## src/rtl/core/crt_pkg.sv

```systemverilog
// Shared types, register codes and reset values for the countdown reminder timer.
package crt_pkg;

    // Mode codes as seen on the result beat
    typedef enum logic [1:0] {
        MODE_IDLE     = 2'd0,
        MODE_COUNTING = 2'd1,
        MODE_ALARM    = 2'd2
    } crt_mode_t;

    // Register indexes on the configuration port
    typedef enum logic [1:0] {
        REG_MIN_MINUTES      = 2'd0,
        REG_MAX_MINUTES      = 2'd1,
        REG_TICKS_PER_SECOND = 2'd2,
        REG_DEBOUNCE_TICKS   = 2'd3
    } crt_reg_idx_t;

    localparam int unsigned CfgAddrW = 4;

    localparam logic [6:0]  RstMinMinutes     = 7'd10;
    localparam logic [6:0]  RstMaxMinutes     = 7'd60;
    localparam logic [15:0] RstTicksPerSecond = 16'd1000;
    localparam logic [7:0]  RstDebounceTicks  = 8'd20;
    localparam logic [6:0]  RstChosenMinutes  = 7'd15;
    localparam logic [5:0]  LastSecond        = 6'd59;

    // Input beat: one poll tick
    typedef struct packed {
        logic [15:0] encoder_count;
        logic        button_pressed;
    } crt_in_t;

    // Result beat
    typedef struct packed {
        logic [1:0] mode;
        logic [6:0] set_minutes;
        logic [6:0] countdown_minutes;
        logic [5:0] countdown_seconds;
        logic       buzzer_on;
    } crt_out_t;

    // Configuration handed to the update logic
    typedef struct packed {
        logic [6:0]  min_minutes;
        logic [6:0]  max_minutes;
        logic [15:0] ticks_per_second;
        logic [7:0]  debounce_ticks;
    } crt_cfg_t;

    // Timer state; the remaining time is kept as minutes and seconds
    typedef struct packed {
        crt_mode_t   mode;
        logic [6:0]  chosen_minutes;
        logic [6:0]  left_minutes;
        logic [5:0]  left_seconds;
        logic [15:0] previous_encoder;
        logic [15:0] since_second;
        logic [7:0]  since_press;
    } crt_state_t;

endpackage

```

## src/rtl/core/countdown_reminder_timer.sv

```systemverilog
// Countdown reminder timer top level: beat registers, timer state and config port.
//
//  channel  | handshake                    | payload
//  ---------+------------------------------+----------------------------------
//  tick     | tick_valid / tick_stall      | tick   (encoder_count, button)
//  status   | status_valid / status_stall  | status (mode, time, buzzer)
//  config   | psel/penable/pwrite, pready  | paddr, pwdata, prdata
//
// One tick beat per cycle while tick_stall is low; each beat gives one status beat
// through the input register, then update logic into the result register.
// The update of one tick is a single pass of compare/add logic on the state.
// Reset puts the timer in idle with 15 chosen minutes and the default config.
// A stalled status beat holds; the tick side keeps taking beats until both
// registers are full.
module countdown_reminder_timer (
    input  logic                          clk,
    input  logic                          rst_n,
    input  logic                          tick_valid,
    output logic                          tick_stall,
    input  crt_pkg::crt_in_t              tick,
    output logic                          status_valid,
    input  logic                          status_stall,
    output crt_pkg::crt_out_t             status,
    input  logic                          psel,
    input  logic                          penable,
    input  logic                          pwrite,
    input  logic [crt_pkg::CfgAddrW-1:0]  paddr,
    input  logic [31:0]                   pwdata,
    output logic [31:0]                   prdata,
    output logic                          pready
);
    import crt_pkg::*;

    crt_cfg_t   cfg;
    crt_in_t    tick_reg;
    logic       tick_valid_reg;
    crt_out_t   status_reg;
    crt_out_t   status_next;
    logic       status_valid_reg;
    crt_state_t state_reg;
    crt_state_t state_next;
    logic       advance;
    logic       accept;

    crt_cfg_regs u_cfg (
        .clk     (clk),
        .rst_n   (rst_n),
        .psel    (psel),
        .penable (penable),
        .pwrite  (pwrite),
        .paddr   (paddr),
        .pwdata  (pwdata),
        .prdata  (prdata),
        .pready  (pready),
        .cfg     (cfg)
    );

    crt_step u_step (
        .cfg        (cfg),
        .state      (state_reg),
        .tick       (tick_reg),
        .state_next (state_next),
        .result     (status_next)
    );

    // Handshake control
    assign advance      = tick_valid_reg && (!status_valid_reg || !status_stall);
    assign tick_stall   = tick_valid_reg && !advance;
    assign accept       = tick_valid && !tick_stall;
    assign status_valid = status_valid_reg;
    assign status       = status_reg;

    // Valid flags
    always_ff @(posedge clk or negedge rst_n)
    begin
        if (!rst_n)
        begin
            tick_valid_reg   <= 1'b0;
            status_valid_reg <= 1'b0;
        end
        else
        begin
            if (accept)
                tick_valid_reg <= 1'b1;
            else if (advance)
                tick_valid_reg <= 1'b0;

            if (advance)
                status_valid_reg <= 1'b1;
            else if (!status_stall)
                status_valid_reg <= 1'b0;
        end
    end

    // Beat payload registers
    always_ff @(posedge clk)
    begin
        if (accept)
            tick_reg <= tick;
        if (advance)
            status_reg <= status_next;
    end

    // Timer state
    always_ff @(posedge clk or negedge rst_n)
    begin
        if (!rst_n)
        begin
            state_reg.mode             <= MODE_IDLE;
            state_reg.chosen_minutes   <= RstChosenMinutes;
            state_reg.left_minutes     <= 7'd0;
            state_reg.left_seconds     <= 6'd0;
            state_reg.previous_encoder <= 16'd0;
            state_reg.since_second     <= 16'd0;
            state_reg.since_press      <= 8'd0;
        end
        else if (advance)
        begin
            state_reg <= state_next;
        end
    end

    // Checks
    a_idle_clear: assert property (@(posedge clk) disable iff (!rst_n)
        state_reg.mode == MODE_IDLE |->
            state_reg.left_minutes == 7'd0 && state_reg.left_seconds == 6'd0)
        else $error("idle with remaining time");

    a_sec_range: assert property (@(posedge clk) disable iff (!rst_n)
        state_reg.left_seconds <= LastSecond)
        else $error("seconds out of range");

    a_state_hold: assert property (@(posedge clk) disable iff (!rst_n)
        !advance |=> $stable(state_reg))
        else $error("state changed without a tick");

    a_buzzer: assert property (@(posedge clk) disable iff (!rst_n)
        status_valid_reg |-> status_reg.buzzer_on == (status_reg.mode == MODE_ALARM))
        else $error("buzzer disagrees with mode");

    a_result_follows: assert property (@(posedge clk) disable iff (!rst_n)
        advance |=> status_valid_reg)
        else $error("tick lost its status beat");

endmodule

```

## src/rtl/core/crt_cfg_regs.sv

```systemverilog
// APB-style configuration registers of the countdown reminder timer.
module crt_cfg_regs (
    input  logic                          clk,
    input  logic                          rst_n,
    input  logic                          psel,
    input  logic                          penable,
    input  logic                          pwrite,
    input  logic [crt_pkg::CfgAddrW-1:0]  paddr,
    input  logic [31:0]                   pwdata,
    output logic [31:0]                   prdata,
    output logic                          pready,
    output crt_pkg::crt_cfg_t             cfg
);
    import crt_pkg::*;

    crt_cfg_t     cfg_reg;
    crt_reg_idx_t idx;
    logic         wr_en;

    assign pready = 1'b1;
    assign idx    = crt_reg_idx_t'(paddr[CfgAddrW-1:2]);
    assign wr_en  = psel && penable && pwrite && pready;
    assign cfg    = cfg_reg;

    // Register writes
    always_ff @(posedge clk or negedge rst_n)
    begin
        if (!rst_n)
        begin
            cfg_reg.min_minutes      <= RstMinMinutes;
            cfg_reg.max_minutes      <= RstMaxMinutes;
            cfg_reg.ticks_per_second <= RstTicksPerSecond;
            cfg_reg.debounce_ticks   <= RstDebounceTicks;
        end
        else if (wr_en)
        begin
            case (idx)
                REG_MIN_MINUTES:      cfg_reg.min_minutes      <= pwdata[6:0];
                REG_MAX_MINUTES:      cfg_reg.max_minutes      <= pwdata[6:0];
                REG_TICKS_PER_SECOND: cfg_reg.ticks_per_second <= pwdata[15:0];
                REG_DEBOUNCE_TICKS:   cfg_reg.debounce_ticks   <= pwdata[7:0];
                default:              ;
            endcase
        end
    end

    // Read mux
    always_comb
    begin
        case (idx)
            REG_MIN_MINUTES:      prdata = {25'd0, cfg_reg.min_minutes};
            REG_MAX_MINUTES:      prdata = {25'd0, cfg_reg.max_minutes};
            REG_TICKS_PER_SECOND: prdata = {16'd0, cfg_reg.ticks_per_second};
            REG_DEBOUNCE_TICKS:   prdata = {24'd0, cfg_reg.debounce_ticks};
            default:              prdata = 32'd0;
        endcase
    end

endmodule

```

## src/rtl/core/crt_step.sv

```systemverilog
// Per-tick update of the timer state and the matching result beat.
module crt_step (
    input  crt_pkg::crt_cfg_t   cfg,
    input  crt_pkg::crt_state_t state,
    input  crt_pkg::crt_in_t    tick,
    output crt_pkg::crt_state_t state_next,
    output crt_pkg::crt_out_t   result
);
    import crt_pkg::*;

    logic [15:0] diff;
    logic [15:0] sec_cnt;
    logic [7:0]  press_cnt;
    crt_mode_t   mode_a;

    // Next state: counters, encoder, button, then countdown
    always_comb
    begin
        state_next = state;

        // tick counters saturate at their limits
        sec_cnt   = (state.since_second < cfg.ticks_per_second) ?
                    state.since_second + 16'd1 : state.since_second;
        press_cnt = (state.since_press < cfg.debounce_ticks) ?
                    state.since_press + 8'd1 : state.since_press;
        state_next.since_second = sec_cnt;
        state_next.since_press  = press_cnt;

        // encoder steps the chosen time only in idle
        diff = tick.encoder_count - state.previous_encoder;
        if (state.mode == MODE_IDLE && diff != 16'd0)
        begin
            if (!diff[15])
            begin
                if (state.chosen_minutes < cfg.max_minutes)
                    state_next.chosen_minutes = state.chosen_minutes + 7'd1;
            end
            else if (state.chosen_minutes > cfg.min_minutes)
            begin
                state_next.chosen_minutes = state.chosen_minutes - 7'd1;
            end
            state_next.previous_encoder = tick.encoder_count;
        end

        // accepted press starts or cancels the countdown
        if (tick.button_pressed && press_cnt >= cfg.debounce_ticks)
        begin
            state_next.since_press = 8'd0;
            if (state.mode == MODE_IDLE)
            begin
                state_next.mode         = MODE_COUNTING;
                state_next.left_minutes = state_next.chosen_minutes;
                state_next.left_seconds = 6'd0;
            end
            else
            begin
                state_next.mode         = MODE_IDLE;
                state_next.left_minutes = 7'd0;
                state_next.left_seconds = 6'd0;
            end
        end
        mode_a = state_next.mode;

        // one countdown step per second boundary
        if (mode_a == MODE_COUNTING && sec_cnt >= cfg.ticks_per_second)
        begin
            state_next.since_second = 16'd0;
            if (state_next.left_seconds != 6'd0)
            begin
                state_next.left_seconds = state_next.left_seconds - 6'd1;
            end
            else if (state_next.left_minutes != 7'd0)
            begin
                state_next.left_minutes = state_next.left_minutes - 7'd1;
                state_next.left_seconds = LastSecond;
            end
            else
            begin
                state_next.mode = MODE_ALARM;
            end
        end
    end

    // Result fields from the updated state
    always_comb
    begin
        result.mode              = state_next.mode;
        result.set_minutes       = state_next.chosen_minutes;
        result.countdown_minutes = state_next.left_minutes;
        result.countdown_seconds = state_next.left_seconds;
        result.buzzer_on         = (state_next.mode == MODE_ALARM);
    end

endmodule
```

## config.mk

```make
export PLATFORM = sky130hd
export DESIGN_NAME = countdown_reminder_timer
export DESIGN_NICKNAME = d
export VERILOG_FILES = /design/src/rtl/core/crt_pkg.sv /design/src/rtl/core/countdown_reminder_timer.sv /design/src/rtl/core/crt_cfg_regs.sv /design/src/rtl/core/crt_step.sv
export SDC_FILE = /design/constraint.sdc
export NUM_CORES = 1
export LEC_CHECK = 0
export ABC_AREA = 1
export BUFFER_PORTS_ARGS = -buffer_cell sky130_fd_sc_hd__buf_2
export CAP_MARGIN = 20
export CELL_PAD_IN_SITES_DETAIL_PLACEMENT = 0
export CELL_PAD_IN_SITES_GLOBAL_PLACEMENT = 1
export CORE_ASPECT_RATIO = 0.7
export CORE_UTILIZATION = 40
export CTS_CLUSTER_DIAMETER = 120
export DETAILED_ROUTE_END_ITERATION = 8
export PLACE_DENSITY_LB_ADDON = 0.08
export SYNTH_ARGS = -nofsm -noshare
export SYNTH_HDL_FRONTEND = slang
export SYNTH_SLANG_ARGS = --single-unit
```

## constraint.sdc

```tcl
create_clock -name clk -period 4.3 [get_ports clk]
set_input_delay 1.075 -clock clk [delete_from_list [all_inputs] [get_ports clk]]
set_output_delay 1.075 -clock clk [all_outputs]
set_load 0.05 [all_outputs]
```

; ---- Word-level counts from Yosys, hierarchy flattened
; Cells that the tools add are included.
[totals]
regBits = 142
in_bits = 60
output_inout_bits = 58
wordCells = 87
[op_classes]
n_addsub = 7
order_cmp = 6
n_eq_ne = 6
muxes = 24
reduce_logical = 24
[ops]
columns = op, count
row1 = one-hot mux 32 bit (4 select lines), 1
row2 = 2-to-1 mux 13 bit, 4
row3 = 2-to-1 mux 7 bit, 5
row4 = 2-to-1 mux 16 bit, 2
row5 = "adder 16 x 1 -> 16 bit, second input constant", 1
row6 = greater-or-equal comparator 16 bit, 1
row7 = less-than comparator 16 bit, 1
row8 = 2-to-1 mux 8 bit, 2
row9 = nonzero test 16 bit, 1
row10 = subtractor 16 bit, 1
row11 = "subtractor 7 x 1 -> 7 bit, second input constant", 2
row12 = AND reduction 2 bit, 5
row13 = "adder 8 x 1 -> 8 bit, second input constant", 1
row14 = greater-or-equal comparator 8 bit, 1
row15 = logical AND 1 bit, 8
row16 = less-than comparator 8 bit, 1
row17 = 2-to-1 mux 2 bit, 4
row18 = "adder 7 x 1 -> 7 bit, second input constant", 1
row19 = > comparator 7 bit, 1
row20 = less-than comparator 7 bit, 1
row21 = nonzero test 7 bit, 1
row22 = "== test 2 bit, second input constant", 3
row23 = 2-to-1 mux 6 bit, 1
row24 = nonzero test 6 bit, 1
row25 = 8 further kinds, 17

; ---- Depth between registers and ports, before layout
; Gate-level depths: netlist (run 1).
[depth]
ltp_word = 11
depth_mapped = 33

; ---- Hierarchy
; A second synthesis (run 1) with hierarchy kept.
[unflattened]
hier_cells = 1434
area_unflattened_um2 = 10493.8
[by_module_without_submodules]
columns = module, instances, cells_each, area_per_inst_um2, seq_area_each_um2
row1 = crt_step, 1, 861, 4660.7, 0.0
row2 = countdown_reminder_timer, 1, 320, 3837.4, 2807.7
row3 = crt_cfg_regs, 1, 253, 1995.7, 968.4

; ---- Worst setup path before layout (run 1)
; No wires, ideal clock.
[synth_path]
path_type = flip-flop to flip-flop
startpoint = register state_reg[1] (netlist bit)
endpoint = register status_reg, in the netlist status[13], data pin
setup_time_ns = 0.258
arrival_ns = 4.177
required_time_ns = 4.042
slack_ns = -0.134
path_stages_with_launch = 30
path_cell_list = dfrtp_1 > ha_1 > a21boi_0 > o211ai_1 > nand2_1 > nand4_1 > nand2_1 > nor4_1 > nand2_1 > nor2_1 > xor2_1 > inv_1 > ha_1 > nand2_1 > nor2_1 > nand4_1 > o2111ai_1 > nand2_1 > clkbuf_1 > nand2_1 > ha_1 > nand2_1 > nor2_1 > nand2_1 > nor2_2 > inv_1 > nor2_2 > inv_1 > o21ai_0 > inv_1
[synth_rtl]
columns = item, line_no
row1 = start: declaration, countdown_reminder_timer.sv:40  ; crt_state_t state_reg;
row2 = start signal: assignment, countdown_reminder_timer.sv:119  ; state_reg <= state_next;
row3 = end signal: assignment, countdown_reminder_timer.sv:101  ; status_reg <= status_next;
row4 = end: declaration, countdown_reminder_timer.sv:37  ; crt_out_t status_reg;

==> key figures, run 1 <==
Routing
  • Initial drt markers: 504
  • Number of routed nets with antenna violations: 0
  • Avg Vias per Cell: 4.680
  • Routed wire per std cell: 14.00 um
  • DRC: 0
  • Drt pass-1 iters: 5
  • Routed via count: 8209
  • Routed WL: 24550 um

Synthesis
  • Post-synth EDFFs: 40
  • Register area share after synthesis: 0.4001
  • Largest family of logic cells by synthesized area: simple AND/OR/NAND/NOR gates
  • Mapped Cells: 1204
  • FFs w/ async S/R, synth: 0.7183
  • Main flop type after synthesis: dfrtp_1
  • Synth Area in XOR/XNOR: 0.03301
  • Synth top area share: 0.2227
  • Synth Area in Simple Gates: 0.2425
  • Yosys warning count: 0
  • Syn Area/Cell: 7.839 um^2
  • Count of cell types in the netlist: 49
  • Multiplexer share of the synthesized area: 0.001193
  • Synth area leaders: dfrtp_1, edfxtp_1, nand2_1, ha_1, inv_1
  • Post-Synth Adder-Cell Area: 0.1061
  • Compound-Gate Fraction of Synth Area: 0.1090
  • Synthesized area: 9438 um^2
  • Yosys reg bits: 142
  • Top cell type by total area after synthesis: dfrtp_1

Final layout
  • Nets: 1569
  • Ant. Diodes: 0
  • Final non-filler cell area: 12410 um^2
  • Register area: 3776 um^2
  • Layout cell share with drive strength beyond 1: 0.3037
  • Max FFs per register: 62
  • Commonest cells after routing, fill and taps aside: nand2_1, inv_1, buf_4
  • Area of the multi-input gates: 5276 um^2
  • Number of fill cells: 2269
  • Most common cell after layout, fill and taps aside: nand2_1
  • Synth-to-Final Area Change: 31.45%

Die
  • # IOs: 118
  • Die W: 185.6 um
  • Die ar.: 24220 um^2
  • Core region area: 22910 um^2
  • Num rows: 46
  • Die height: 130.5 um
  • Initial Util: 0.4120

Job
  • Max cap viols: 0

Pwr
  • Switching share of power: 0.4623
  • Reg power frac: 0.232
  • Max VDD drop: 0.4789 mV
  • Static Leak: 6.418 nW
  • Comb power frac: 0.604
  • Pwr Density: 749.6 nW/um^2
  • Sw power: 4.298 mW
  • Internal Power: 5.000 mW
  • Tot Pwr: 9.299 mW
  • Clock power share: 0.164

Global routing
  • Vias in the first global route: 7652
  • Grt total ovfl: 0
  • Initial antenna violation count: 0
  • Largest net degree at the start of global routing: 64
  • First-pass GRT wire length: 38930 um
  • GRT Overall Usage: 0.2100

Worst setup path
  • Critical path's slowest cell: dfstp_2
  • Worst Path Buf+Inv: 11
  • CP Launch Type: flop
  • Worst Setup End Kind: flop
  • Crit path max-delay family: buffers and inverters
  • WS Path Type: reg -> reg
  • CP Max Fanout: 2
  • Critical Path AT: 4.58 ns
  • Worst path max stage delay: 0.53 ns
  • Worst path required time: 4.49 ns

STA
  • Achievable frequency: 227.9 MHz
  • Setup TNS: -0.6239 ns
  • Worst Slack Setup Final: -0.08697 ns
  • Slew headroom: 0.3545
  • Tmin final: 4.387 ns
  • Final Hold Fails: 0
  • Unrepaired setup endpoints after global routing: yes
  • Slew Viols, Final: 0
  • Final Cycle Share: 1.020
  • Max Clock Skew: 0.01549 ns
  • Worst slew pin tran: 0.9658 ns
  • Final setup violation count: 13

Hold path
  • Hold WC Path Type: reg -> reg

Clock network
  • Clock-pin slew on the worst setup and hold paths: 0.06 ns
  • Worst-Skew Late Latency: 0.45 ns
  • Hold-fix buffers, CTS: 0
  • CTS sink count: 142
  • H-tree depth: 4
  • Max clock buf depth: 2
  • CTS tree: yes
  • CTS buffer count: 17
  • Root buffer cell: clkbuf_16

Placed design
  • GPL Wtd Cong: 0.8232
  • IO Port Bufs: 82
  • Hpwl dp: 18110 um
  • Post-DP Area: 11040 um^2

Outcome
  • Status: complete, but fails checks
  • Failing checks: negative setup slack
through the flow:
stage	setup WS, ns	hold WS [ns]	instances	util
finish	-0.08697	0.4770	1754	0.5416
detailed placement	-0.3646	0.4684	1700	0.4818
CTS	-0.08084	0.4815	1748	0.5262
global route	-0.3431	0.4911	1754	0.5416
global placement	-0.3203	0.4657	1700	0.4818
floorplan	0.01042	0.4477	1219	-
layer usage:
metal | GRT usage | up-vias | wire length (um)
met2 | 0.2985 | 150 | 9646
li1 | - | 4287 | -
met5 | 0 | - | 0
met4 | 0.04822 | 0 | 191
met3 | 0.04019 | 13 | 941
met1 | 0.3241 | 3759 | 13770
worst paths after layout:
path | startpoint | cells past startpoint | slack [ns] | to
worst max-delay path | u_cfg.cfg[15] | 32 | -0.09 | status[11]
worst min-delay path | state_reg[50] | 2 | 0.48 | state_reg[50]
worst max register to register | u_cfg.cfg[15] | 32 | -0.09 | status[11]
worst min register to register | state_reg[50] | 2 | 0.48 | state_reg[50]
max in group asynchronous | rst_n | 2 | 2.62 | u_cfg.cfg[4]
min in group asynchronous | rst_n | 1 | 0.75 | u_cfg.cfg[20]
power groups by stage:
stage	registers [mW]	clock network (mW)	logic, mW
2_1_floorplan	2.35	0	3.12
3_3_place_gp	2.16	0	4.83
3_5_place_dp	2.17	0	4.89
4_1_cts	2.15	1.54	5.34
5_1_grt	2.21	1.59	6.30
6_report	2.16	1.52	5.62
worst reg2reg max path: cells and delay by family, from the launching register on:
family	cells	cell delay [ns]
flops	1	0.53
fa+ha+maj	2	0.56
simple gates	13	0.99
compound gates	4	0.44
xor+xnor	2	0.39
buf+inv	11	1.22
synthesized netlist by cell type (6+ instances only):
| cell type | count |
|---|---|
| a21oi_1 | 60 |
| buf_4 | 17 |
| clkbuf_1 | 16 |
| dfrtp_1 | 84 |
| dfstp_2 | 18 |
| edfxtp_1 | 40 |
| ha_1 | 80 |
| inv_1 | 197 |
| inv_2 | 15 |
| nand2_1 | 303 |
| nand2_2 | 19 |
| nand2_4 | 6 |
| nand3_1 | 45 |
| nand3_2 | 7 |
| nand4_1 | 15 |
| nor2_1 | 84 |
| nor2_2 | 9 |
| nor3_1 | 10 |
| o2111ai_1 | 7 |
| o21ai_0 | 64 |
| o21ai_1 | 6 |
| o22ai_1 | 21 |
| xor2_1 | 28 |
repair_timing:
item	CTS	global route
setup buffers	17	5
endpoints found under the setup margin	46	46
gates cloned	0	1
pin swaps	49	46
resized for setup	77	69
area by class of cell:
class	instances	share of cell area
Clock buffer	20	0.03520
Clock inverter	12	0.01190
Inverter	214	0.06616
Multi-Input combinational cell	827	0.4253
Sequential cell	142	0.3044
Tap cell	312	0.03147
Timing Repair Buffer	227	0.1256
logic make-up (layout without fill, tap and decap cells):
group,count (synthesis),in the layout
buf+inv,250,473
xor+xnor,33,33
compound gates,181,181
mux,1,1
flops,142,142
fa+ha+maj,80,80
other cells,2,17
simple gates,515,515
Power figures use the tool's default switching activity.
==> inputs of run 2 (changes only) <==
==> constraint.sdc (replaced) <==
create_clock -name clk -period 3.6 [get_ports clk]
set_input_delay 0.9 -clock clk [delete_from_list [all_inputs] [get_ports clk]]
set_output_delay 0.9 -clock clk [all_outputs]
set_load 0.05 [all_outputs]
==> run 2 against run 1 <==
Net effect:
- the flow still finishes with violations (negative setup slack)
- critical endpoint is now status[10]
- clock skew decreased by 0.0046 ns
- highest routed layer unchanged
- largest power group unchanged
- non-clock buffer count increased by 29
- largest cell class unchanged
- core utilization increased by 1.7 points
- global-route usage increased by 2.0 points
- routed wire length increased by 7.4%
- sequential share of layout area decreased by 0.92 points
- fmax increased by 4.2%
==> key figures, run 2 (same netlist as run 1, synthesis figures left out) <==
Outcome
  • Status: complete, but fails checks (unchanged)
  • Failing checks: negative setup slack (unchanged)

Worst setup path
  • Critical Path AT: 4.41 ns (was 4.58 ns)
  • Worst path required time: 3.80 ns (was 4.49 ns)
  • CP Launch Type: flop (unchanged)
  • Worst path max stage delay: 0.42 ns (was 0.53 ns)
  • Worst Setup End Kind: flop (unchanged)
  • Critical path's slowest cell: dfrtp_1 (was dfstp_2)
  • Worst Path Buf+Inv: 7 (was 11)
  • CP Max Fanout: 7 (was 2)
  • Cell depth of the worst setup path: 30 (was 32)
  • Crit path max-delay family: simple AND/OR/NAND/NOR gates (was buffers and inverters)
  • WS Path Type: reg -> reg (unchanged)
  • R2r worst-path depth: 30 (was 32)

STA
  • Slew Viols, Final: 0 (unchanged)
  • Final Hold Fails: 0 (unchanged)
  • Max Clock Skew: 0.01089 ns (was 0.01549 ns)
  • Final setup violation count: 47 (was 13)
  • Worst slew pin tran: 0.8727 ns (was 0.9658 ns)
  • Final Cycle Share: 1.170 (was 1.020)
  • Slew headroom: 0.4175 (was 0.3545)
  • Achievable frequency: 237.4 MHz (was 227.9 MHz)
  • Unrepaired setup endpoints after global routing: yes (unchanged)
  • Worst Slack Setup Final: -0.6121 ns (was -0.08697 ns)
  • Tmin final: 4.212 ns (was 4.387 ns)
  • Setup TNS: -23.65 ns (was -0.6239 ns)
  • Fin Hold WS: 0.4568 ns (was 0.4770 ns)

Job
  • Max cap viols: 0 (unchanged)

Clock network
  • Max clock buf depth: 2 (unchanged)
  • Clock-pin slew on the worst setup and hold paths: 0.06 ns (about the same)
  • Root buffer cell: clkbuf_16 (unchanged)
  • CTS tree: yes (unchanged)
  • CTS sink count: 142 (unchanged)
  • Worst-Skew Late Latency: 0.44 ns (was 0.45 ns)
  • CTS buffer count: 17 (unchanged)
  • Hold-fix buffers, CTS: 0 (unchanged)
  • H-tree depth: 4 (unchanged)

Final layout
  • Nets: 1598 (was 1569)
  • Commonest cells after routing, fill and taps aside: nand2_1, inv_1, buf_4 (unchanged)
  • Synth-to-Final Area Change: 35.53% (was 31.45%)
  • Most common cell after layout, fill and taps aside: nand2_1 (unchanged)
  • Layout cell share with drive strength beyond 1: 0.3263 (was 0.3037)
  • Final non-filler cell area: 12790 um^2 (was 12410 um^2)
  • Final Non-Filler Cells: 1783 (was 1754)
  • Max FFs per register: 62 (unchanged)
  • Ant. Diodes: 0 (unchanged)

Placed design
  • Hpwl dp: 19670 um (was 18110 um)
  • Post-DP Area: 11320 um^2 (was 11040 um^2)
  • IO Port Bufs: 82 (unchanged)
  • Placed cells: 1722 (was 1700)
  • GPL Wtd Cong: 0.8369 (was 0.8232)

Global routing
  • Vias in the first global route: 8108 (was 7652)
  • Largest net degree at the start of global routing: 44 (was 64)
  • Initial antenna violation count: 0 (unchanged)
  • Grt total ovfl: 0 (unchanged)
  • First-pass GRT wire length: 42700 um (was 38930 um)
  • GRT Overall Usage: 0.2303 (was 0.2100)

Die
  • Initial Util: 0.4120 (unchanged)
  • Core region area: 22910 um^2 (unchanged)
  • Die height: 130.5 um (unchanged)
  • Num rows: 46 (unchanged)
  • Die ar.: 24220 um^2 (unchanged)
  • Die W: 185.6 um (unchanged)
  • # IOs: 118 (unchanged)

Routing
  • DRC: 0 (unchanged)
  • Routed via count: 8346 (was 8209)
  • Number of routed nets with antenna violations: 0 (unchanged)
  • Routed wire per std cell: 14.79 um (was 14.00 um)
  • Routed WL: 26360 um (was 24550 um)
  • Drt pass-1 iters: 5 (unchanged)
  • Initial drt markers: 359 (was 504)
  • Avg Vias per Cell: 4.681 (was 4.680)

Hold path
  • Hold WC Path Type: in -> async (was reg -> reg)

Pwr
  • Static Leak: 6.584 nW (was 6.418 nW)
  • Max VDD drop: 0.3890 mV (was 0.4789 mV)
  • Pwr Density: 909.5 nW/um^2 (was 749.6 nW/um^2)
  • Tot Pwr: 11.63 mW (was 9.299 mW)
-- run 2: cell count changes in the layout (fill, tap and decap cells not counted), moves of 5 or more --
cell     before  now
buf_4       137  161
o22ai_1      15    8
nand3_4       9    3
nand3_1      31   36
-- run 2: metrics by stage --
stage,setup WS (ns),utilization
final,-0.6121,0.5584
after detailed placement,-0.8331,0.4943
after floorplan,-0.5207,-
after CTS,-0.5876,0.5447
after global routing,-0.9500,0.5584
after global placement,-0.7403,0.4943
-- run 2: final cells by class --
class                           count  area, um^2
Sequential cell                   142        3776
Clock inverter                      7       67.56
Timing Repair Buffer              256        1803
Fill cell                        2202       10120
Multi-Input combinational cell    827        5381
Tap cell                          312       390.4
Inverter                          214       823.3
Clock buffer                       25       549.3
-- run 2: worst paths after layout --
kind,slack [ns],from,endpoint
max in group asynchronous,2.34,rst_n,state_reg[53]
min,0.46,rst_n,state_reg[28]
max,-0.61,state_reg[1],status[10]
max reg2reg,-0.61,state_reg[1],status[10]
min reg2reg,0.48,tick_valid_reg,status_valid
min in group clk,0.48,tick_valid_reg,status_valid
-- run 2: power breakdown --
| part | leakage [nW] | internal [mW] | switching (mW) |
|---|---|---|---|
| registers | 1.63 | 2.25 | 0.323 |
| clock network | 0.305 | 1.13 | 0.738 |
| logic | 4.65 | 2.98 | 4.22 |
-- run 2: worst register-to-register path, delay by kind of cell (launching register included) --
| family | cells | cell delay [ns] |
|---|---|---|
| and+or+nand+nor | 15 | 1.46 |
| buffers and inverters | 7 | 0.75 |
| adders and majority gates | 3 | 0.74 |
| AOI/OAI and AO/OA | 5 | 0.60 |
| DFF | 1 | 0.42 |
-- run 2: timing repair --
action,in CTS,in global routing
cloned,0,1
pin swaps,57,23
gates resized for setup,84,47
endpoints found under the setup margin,51,54
buffers inserted,22,6
-- run 2: metal layers --
| metal | GRT usage | vias up | wire [um] | part of all wire |
|---|---|---|---|---|
| met5 | 0 | - | 0 | 0 |
| met4 | 0.05304 | 0 | 186 | 0.0071 |
| met3 | 0.03326 | 13 | 577 | 0.022 |
| li1 | - | 4353 | - | - |
| met2 | 0.3393 | 85 | 11120 | 0.42 |
| met1 | 0.3531 | 3895 | 14480 | 0.55 |
